**src/sv/nsc_pkg.sv**
```systemverilog
// Shared constants, types and helpers for the NMEA sentence checksum framer.
`timescale 1ns / 1ps

package nsc_pkg;

    localparam logic [7:0] CH_DOLLAR  = 8'h24;
    localparam logic [7:0] CH_STAR    = 8'h2A;
    localparam logic [7:0] CH_NEWLINE = 8'h0A;
    localparam logic [7:0] CH_CR      = 8'h0D;

    typedef enum logic [2:0] {
        CAUSE_OK       = 3'd0,
        CAUSE_OVERFLOW = 3'd1,
        CAUSE_NO_DOLLAR = 3'd2,
        CAUSE_NO_STAR  = 3'd3,
        CAUSE_NON_HEX  = 3'd4,
        CAUSE_MISMATCH = 3'd5
    } t_cause;

    typedef struct packed {
        logic       sentence_ok;
        t_cause     reject_cause;
        logic [7:0] computed_sum;
        logic [7:0] received_sum;
    } t_verdict;

    typedef struct packed {
        logic       is_hex;
        logic [3:0] value;
    } t_nibble;

    // Hex digit decode, either case; non-hex gives value zero.
    function automatic t_nibble hex_nibble(input logic [7:0] c);
        t_nibble n;
        n.is_hex = 1'b1;
        n.value  = 4'd0;
        if (c >= 8'h30 && c <= 8'h39) begin
            n.value = c[3:0];
        end else if ((c >= 8'h41 && c <= 8'h46) || (c >= 8'h61 && c <= 8'h66)) begin
            n.value = c[3:0] + 4'd9;
        end else begin
            n.is_hex = 1'b0;
        end
        return n;
    endfunction

endpackage

```
**src/sv/nsc_line.sv**
```systemverilog
// Per-line tracking: length, framing flags, running XOR, tail digits and verdict.
`timescale 1ns / 1ps

module nsc_line import nsc_pkg::*; #(
    parameter int LINE_CAPACITY = 128
) (
    input  logic       i_clk,
    input  logic       i_rst_n,
    input  logic       i_accept,
    input  logic [7:0] i_rx_byte,
    output logic       o_eol,
    output t_verdict   o_verdict
);

    localparam int LEN_W = $clog2(LINE_CAPACITY);
    localparam logic [LEN_W-1:0] CAP_LAST = LEN_W'(LINE_CAPACITY - 1);

    logic [LEN_W-1:0] r_len,    n_len;
    logic             r_over,   n_over;
    logic             r_dollar, n_dollar;
    logic             r_star,   n_star;
    logic [7:0]       r_xor,    n_xor;
    logic [1:0]       r_tail,   n_tail;
    logic [7:0]       r_digits, n_digits;
    logic             r_hex,    n_hex;

    t_nibble nib;
    t_cause  cause;

    assign nib   = hex_nibble(i_rx_byte);
    assign o_eol = (i_rx_byte == CH_NEWLINE);

    always_comb begin
        n_len    = r_len;
        n_over   = r_over;
        n_dollar = r_dollar;
        n_star   = r_star;
        n_xor    = r_xor;
        n_tail   = r_tail;
        n_digits = r_digits;
        n_hex    = r_hex;
        if (i_accept) begin
            if (o_eol) begin
                n_len    = '0;
                n_over   = 1'b0;
                n_dollar = 1'b0;
                n_star   = 1'b0;
                n_xor    = 8'd0;
                n_tail   = 2'd0;
                n_digits = 8'd0;
                n_hex    = 1'b1;
            end else if (!r_over) begin
                if (r_len == CAP_LAST) begin
                    n_over = 1'b1;
                end else begin
                    n_len = r_len + 1'b1;
                    if (r_len == '0) begin
                        n_dollar = (i_rx_byte == CH_DOLLAR);
                        n_star   = (i_rx_byte == CH_STAR);
                    end else if (!r_star) begin
                        if (i_rx_byte == CH_STAR) begin
                            n_star = 1'b1;
                        end else begin
                            n_xor = r_xor ^ i_rx_byte;
                        end
                    end else if (r_tail != 2'd2) begin
                        n_digits = {r_digits[3:0], nib.value};
                        n_tail   = r_tail + 2'd1;
                        if (!nib.is_hex) begin
                            n_hex = 1'b0;
                        end
                    end
                end
            end
        end
    end

    // First cause that applies, in priority order.
    always_comb begin
        if (r_over) begin
            cause = CAUSE_OVERFLOW;
        end else if (!r_dollar) begin
            cause = CAUSE_NO_DOLLAR;
        end else if (!r_star || r_tail != 2'd2) begin
            cause = CAUSE_NO_STAR;
        end else if (!r_hex) begin
            cause = CAUSE_NON_HEX;
        end else if (r_digits != r_xor) begin
            cause = CAUSE_MISMATCH;
        end else begin
            cause = CAUSE_OK;
        end
    end

    always_comb begin
        o_verdict.sentence_ok  = (cause == CAUSE_OK);
        o_verdict.reject_cause = cause;
        o_verdict.computed_sum = r_xor;
        o_verdict.received_sum = (cause == CAUSE_OK || cause == CAUSE_MISMATCH) ?
                                 r_digits : 8'd0;
    end

    always_ff @(posedge i_clk) begin
        if (!i_rst_n) begin
            r_len    <= '0;
            r_over   <= 1'b0;
            r_dollar <= 1'b0;
            r_star   <= 1'b0;
            r_xor    <= 8'd0;
            r_tail   <= 2'd0;
            r_digits <= 8'd0;
            r_hex    <= 1'b1;
        end else begin
            r_len    <= n_len;
            r_over   <= n_over;
            r_dollar <= n_dollar;
            r_star   <= n_star;
            r_xor    <= n_xor;
            r_tail   <= n_tail;
            r_digits <= n_digits;
            r_hex    <= n_hex;
        end
    end

endmodule

```
**src/sv/nsc_out.sv**
```systemverilog
// Result register with good/bad totals and the output transfer handshake.
`timescale 1ns / 1ps

module nsc_out import nsc_pkg::*; (
    input  logic        i_clk,
    input  logic        i_rst_n,
    input  logic        i_load,
    input  t_verdict    i_verdict,
    input  logic        i_stall,
    output logic        o_busy,
    output logic        o_valid,
    output t_verdict    o_verdict,
    output logic [31:0] o_good_total,
    output logic [31:0] o_bad_total
);

    logic        r_valid;
    t_verdict    r_verdict;
    logic [31:0] r_good, n_good;
    logic [31:0] r_bad,  n_bad;

    // Result register cannot take a new result while holding a stalled one.
    assign o_busy = r_valid && i_stall;

    always_comb begin
        n_good = r_good;
        n_bad  = r_bad;
        if (i_load) begin
            if (i_verdict.sentence_ok) begin
                n_good = r_good + 32'd1;
            end else begin
                n_bad = r_bad + 32'd1;
            end
        end
    end

    always_ff @(posedge i_clk) begin
        if (!i_rst_n) begin
            r_valid <= 1'b0;
            r_good  <= 32'd0;
            r_bad   <= 32'd0;
        end else begin
            r_good <= n_good;
            r_bad  <= n_bad;
            if (!o_busy) begin
                r_valid <= i_load;
            end
        end
    end

    always_ff @(posedge i_clk) begin
        if (i_load) begin
            r_verdict <= i_verdict;
        end
    end

    assign o_valid      = r_valid;
    assign o_verdict    = r_verdict;
    assign o_good_total = r_good;
    assign o_bad_total  = r_bad;

endmodule

```
**src/sv/nmea_sentence_checksum_framer.sv**
```systemverilog
// Top level of the NMEA sentence checksum framer.
`timescale 1ns / 1ps

// Takes one received serial byte per transfer and frames lines ending in
// newline. Each newline yields one result in the next cycle: the verdict, the
// reject cause, the computed XOR, the received hex sum and the running good and
// bad totals (wrapping at 2^32). Other bytes yield no result. One byte is taken
// every cycle; the input stalls only while a finished result is held stalled in
// the output register. Lines longer than LINE_CAPACITY-1 bytes are rejected as
// overflowed; bytes beyond that are dropped until the newline.

module nmea_sentence_checksum_framer import nsc_pkg::*; #(
    parameter int LINE_CAPACITY = 128
) (
    input  logic        i_clk,
    input  logic        i_rst_n,
    input  logic        i_valid,
    output logic        o_stall,
    input  logic [7:0]  i_rx_byte,
    output logic        o_valid,
    input  logic        i_stall,
    output logic        o_sentence_ok,
    output logic [2:0]  o_reject_cause,
    output logic [7:0]  o_computed_sum,
    output logic [7:0]  o_received_sum,
    output logic [31:0] o_good_total,
    output logic [31:0] o_bad_total
);

    logic     accept;
    logic     eol;
    logic     busy;
    t_verdict line_verdict;
    t_verdict out_verdict;

    assign o_stall = busy;
    assign accept  = i_valid && !busy;

    nsc_line #(
        .LINE_CAPACITY(LINE_CAPACITY)
    ) u_line (
        .i_clk     (i_clk),
        .i_rst_n   (i_rst_n),
        .i_accept  (accept),
        .i_rx_byte (i_rx_byte),
        .o_eol     (eol),
        .o_verdict (line_verdict)
    );

    nsc_out u_out (
        .i_clk        (i_clk),
        .i_rst_n      (i_rst_n),
        .i_load       (accept && eol),
        .i_verdict    (line_verdict),
        .i_stall      (i_stall),
        .o_busy       (busy),
        .o_valid      (o_valid),
        .o_verdict    (out_verdict),
        .o_good_total (o_good_total),
        .o_bad_total  (o_bad_total)
    );

    assign o_sentence_ok  = out_verdict.sentence_ok;
    assign o_reject_cause = out_verdict.reject_cause;
    assign o_computed_sum = out_verdict.computed_sum;
    assign o_received_sum = out_verdict.received_sum;

endmodule
```
**config.mk**
```make
export PLATFORM = sky130hd
export DESIGN_NAME = nmea_sentence_checksum_framer
export DESIGN_NICKNAME = d
export VERILOG_FILES = /design/src/sv/nsc_pkg.sv /design/src/sv/nsc_line.sv /design/src/sv/nsc_out.sv /design/src/sv/nmea_sentence_checksum_framer.sv
export SDC_FILE = /design/constraint.sdc
export NUM_CORES = 1
export LEC_CHECK = 0
export ABC_AREA = 1
export BUFFER_PORTS_ARGS = -buffer_cell sky130_fd_sc_hd__buf_2
export CAP_MARGIN = 20
export CORE_UTILIZATION = 40
export DETAILED_ROUTE_END_ITERATION = 8
export GPL_TIMING_DRIVEN = 0
export PLACE_DENSITY_LB_ADDON = 0.15
export SYNTH_ARGS = -nofsm -noshare
export SYNTH_HDL_FRONTEND = slang
export SYNTH_SLANG_ARGS = --single-unit
```
**constraint.sdc**
```tcl
create_clock -name i_clk -period 4.3 [get_ports i_clk]
set_clock_uncertainty 0.1 [all_clocks]
set_input_delay 0.86 -clock i_clk [delete_from_list [all_inputs] [get_ports i_clk]]
set_output_delay 0.86 -clock i_clk [all_outputs]
set_load 0.02 [all_outputs]
```
==> impl_metrics.env <==
export IMPL_design_core_area_mm2=0.0152
export IMPL_track_usage_pct=21.6
export IMPL_nets=986
export IMPL_p_per_area_mw_per_mm2=346
export IMPL_antenna_cells=0
export IMPL_start_util_pct=41.1
export IMPL_grt_overflow=0
export IMPL_hpwl_um=12500
export IMPL_synth_flop_cell="dfxtp_1"
export IMPL_port_buffers=96
export IMPL_syn_num_nets=871
export IMPL_p_int_w=0.00203
export IMPL_hold_class="flip-flop to flip-flop"
export IMPL_syn_area_mm2=0.00625
export IMPL_h_tree_depth=4
export IMPL_crit_path_max_fanout=10
export IMPL_p_leak_nw=2.98
export IMPL_clock_latency_ns=0.42
export IMPL_clockBufferDepth=2
export IMPL_drc=0
export IMPL_endpoint="u_line.r_len[2]"
export IMPL_cts_made_buffers=17
export IMPL_tns_ns=0
export IMPL_gp_congestion=0.914
export IMPL_num_io_pins=98
export IMPL_fin_crit_ns=2.53
export IMPL_rsz0062_at_grt="false"
export IMPL_max_slew_margin_pct=57.9
export IMPL_grt_max_degree=30
export IMPL_clock_power_share_pct=54.3
export IMPL_grt_pass1_wl_um=27500
export IMPL_drt_wl_total_um=16600
export IMPL_hold_buffers=0
export IMPL_clkSlewWorstSetupHoldPaths_ns=0.06
export IMPL_p_sw_w=0.000591
export IMPL_ff2ff_path_depth=9
export IMPL_synth_edf_count=20
export IMPL_dr_total_vias=5952
export IMPL_row_count=45
export IMPL_place_area_mm2=0.00697
export IMPL_timing_rr_end="u_out.o_bad_total[26]"
export IMPL_setup_worst_path_class="input port to flip-flop"
export IMPL_post_route_period_util_pct=58.9
export IMPL_final_cell_area_mm2=0.00756
export IMPL_post_cts_setup_buffers=0
export IMPL_syn_inst=849
export IMPL_synth_most_common_cell="nand2_1"
export IMPL_ant_nets=0
export IMPL_fin_cells=1165
export IMPL_r2r_start="u_out.o_bad_total[1]"
export IMPL_crit_required_ns=4.53
export IMPL_worstMarginPinSlew_ns=0.632
export IMPL_status="finished, final reports clean"
export IMPL_cts_root_buffer="clkbuf_16"
export IMPL_die_height_um=127
export IMPL_first_iter_violations=411
export IMPL_setup_viol=0
export IMPL_cp_arrival_ns=2.76
export IMPL_fmax_mhz=395
export IMPL_ys_ff_latch=114
export IMPL_maxCapViolations=0
export IMPL_ir_drop_uv=276
export IMPL_yosysWarnings=0
export IMPL_combPwrFrac_pct=3.7
export IMPL_wl_per_cell_um=14.2
export IMPL_dieArea_mm2=0.0161
export IMPL_synth_area_leaders="dfxtp_1, nand2_1, edfxtp_1, a21oi_1, nand3_1"
export IMPL_firstDrtPassIters=5
export IMPL_sw_frac_of_total_pct=22.6
export IMPL_seqPwrFrac_pct=42.1
export IMPL_drive_above_1_share_pct=17.6
export IMPL_synth_area_leader_cell="dfxtp_1"
export IMPL_rrSetupSlack_ns=2.07
export IMPL_finalHoldViolCount=0
export IMPL_syn_avg_cell_area_um2=7.36
export IMPL_grt_pass1_vias=5532
export IMPL_yosys_area_top_type_share_pct=30.1
export IMPL_cts_resized=0
export IMPL_placed_cells=1133
export IMPL_antenna_found_initial=0
export IMPL_die_w_um=127
export IMPL_hold_depth=2
export IMPL_critical_path_startpoint="i_rx_byte[0]"
export IMPL_synth_cell_types=36
export IMPL_slew_viol_final=0
export IMPL_vias_per_cell=5.11
export IMPL_clock_sinks=114
export IMPL_startpoint_type="input port"
export IMPL_async_flop_share_pct=0
export IMPL_cts_tree="yes"
export IMPL_yosysSeqAreaShare_pct=39.7
export IMPL_ys_top_cells_by_count="nand2_1, dfxtp_1, a21oi_1"
export IMPL_endpoint_kind="flip-flop"
export IMPL_area_growth_pct=21.0
-- worst max-delay path, cell delays in order --
cell,delay (ns)
buf_2,0.15
inv_1,0.10
ha_1,0.21
nand3_2,0.10
nor2_4,0.07
inv_4,0.13
nor2_8,0.06
nor2_1,0.36
clkinv_1,0.43
nor3_1,0.28
-- per-stage QoR --
| step | power (W) | util, % | worst slack (ns) | hold slack [ns] |
|---|---|---|---|---|
| floorplan | 0.00119 | - | 1.44 | 0.330 |
| global placement | 0.00122 | 45.8 | 0.706 | 0.363 |
| detailed placement | 0.00122 | 45.8 | 1.33 | 0.368 |
| CTS | 0.00264 | 49.7 | 1.74 | 0.377 |
| global route | 0.00271 | 49.7 | 1.58 | 0.403 |
| finish | 0.00262 | 49.7 | 1.77 | 0.380 |
-- cell usage in the layout (no fill, tap or decap), drive strengths merged --
master,count
nand3,89
inv,68
nor3b,4
nor3,35
nand4,26
nand2,204
a21oi,85
dfxtp,94
edfxtp,20
xor2,37
clkinv,8
o21ai,18
nor4,1
a211oi,8
ha,10
nor2,84
nand3b,4
buf,112
mux2i,1
o211ai,1
clkinvlp,4
clkbuf,32
xnor2,29
bufinv,3
-- worst min-delay path by stage --
stage | slack [ns] | startpoint | to
after floorplan | 0.33 | u_line.r_xor[1] | u_out.o_verdict[9]
after global placement | 0.36 | u_line.r_hex | u_line.r_hex
after detailed placement | 0.37 | u_line.r_hex | u_line.r_hex
after CTS | 0.38 | u_line.r_hex | u_line.r_hex
after global routing | 0.40 | u_line.r_xor[1] | u_out.o_verdict[9]
final | 0.38 | u_line.r_tail[0] | u_line.r_tail[0]
-- cell families (layout without fill, tap and decap cells) --
logic type	count (synthesis)	after routing	synth area share, %
compound gates	112	112	9.87
mux	1	1	0.160
flops	114	114	39.7
xor+xnor	66	66	9.25
buf+inv	99	227	6.40
simple gates	447	447	32.6
fa+ha+maj	10	10	2.00
-- power groups by stage --
| stage | Combinational, W | Sequential (W) | Clock [W] |
|---|---|---|---|
| finish | 0.0000958 | 0.00110 | 0.00142 |
| global placement | 0.0000945 | 0.00112 | 0 |
| detailed placement | 0.0000952 | 0.00112 | 0 |
| floorplan | 0.0000659 | 0.00112 | 0 |
| global route | 0.000110 | 0.00110 | 0.00149 |
| CTS | 0.0000956 | 0.00110 | 0.00144 |
-- routing by layer --
metal | share of wire (%) | routed length (µm) | global-route usage, % | vias up
met5 | 0 | 0 | 0 | -
met4 | 2.5 | 416 | 9.45 | 0
met3 | 5.0 | 835 | 4.40 | 32
met2 | 44 | 7290 | 34.0 | 168
met1 | 48 | 8020 | 28.8 | 2689
li1 | - | - | - | 3063
-- area by class of cell --
cell class	instances	area [µm²]
plain buffers	30	138
clock buffers	18	429
clock inverters	14	165
fillers	1565	7640
inverters	69	264
multi-input cells	636	3370
flip-flops and latches	114	2480
well taps	188	235
repair buffers	96	480
-- flip-flops by register name (all words and copies together) (netlist names) --
register / count
u_line.r_digits: 8
u_line.r_dollar: 1
u_line.r_hex: 1
u_line.r_len: 7
u_line.r_over: 1
u_line.r_star: 1
u_line.r_tail: 2
u_line.r_xor: 8
u_out.o_bad_total: 32
u_out.o_good_total: 32
u_out.o_valid: 1
u_out.o_verdict: 20
Power figures use the tool's default switching activity.
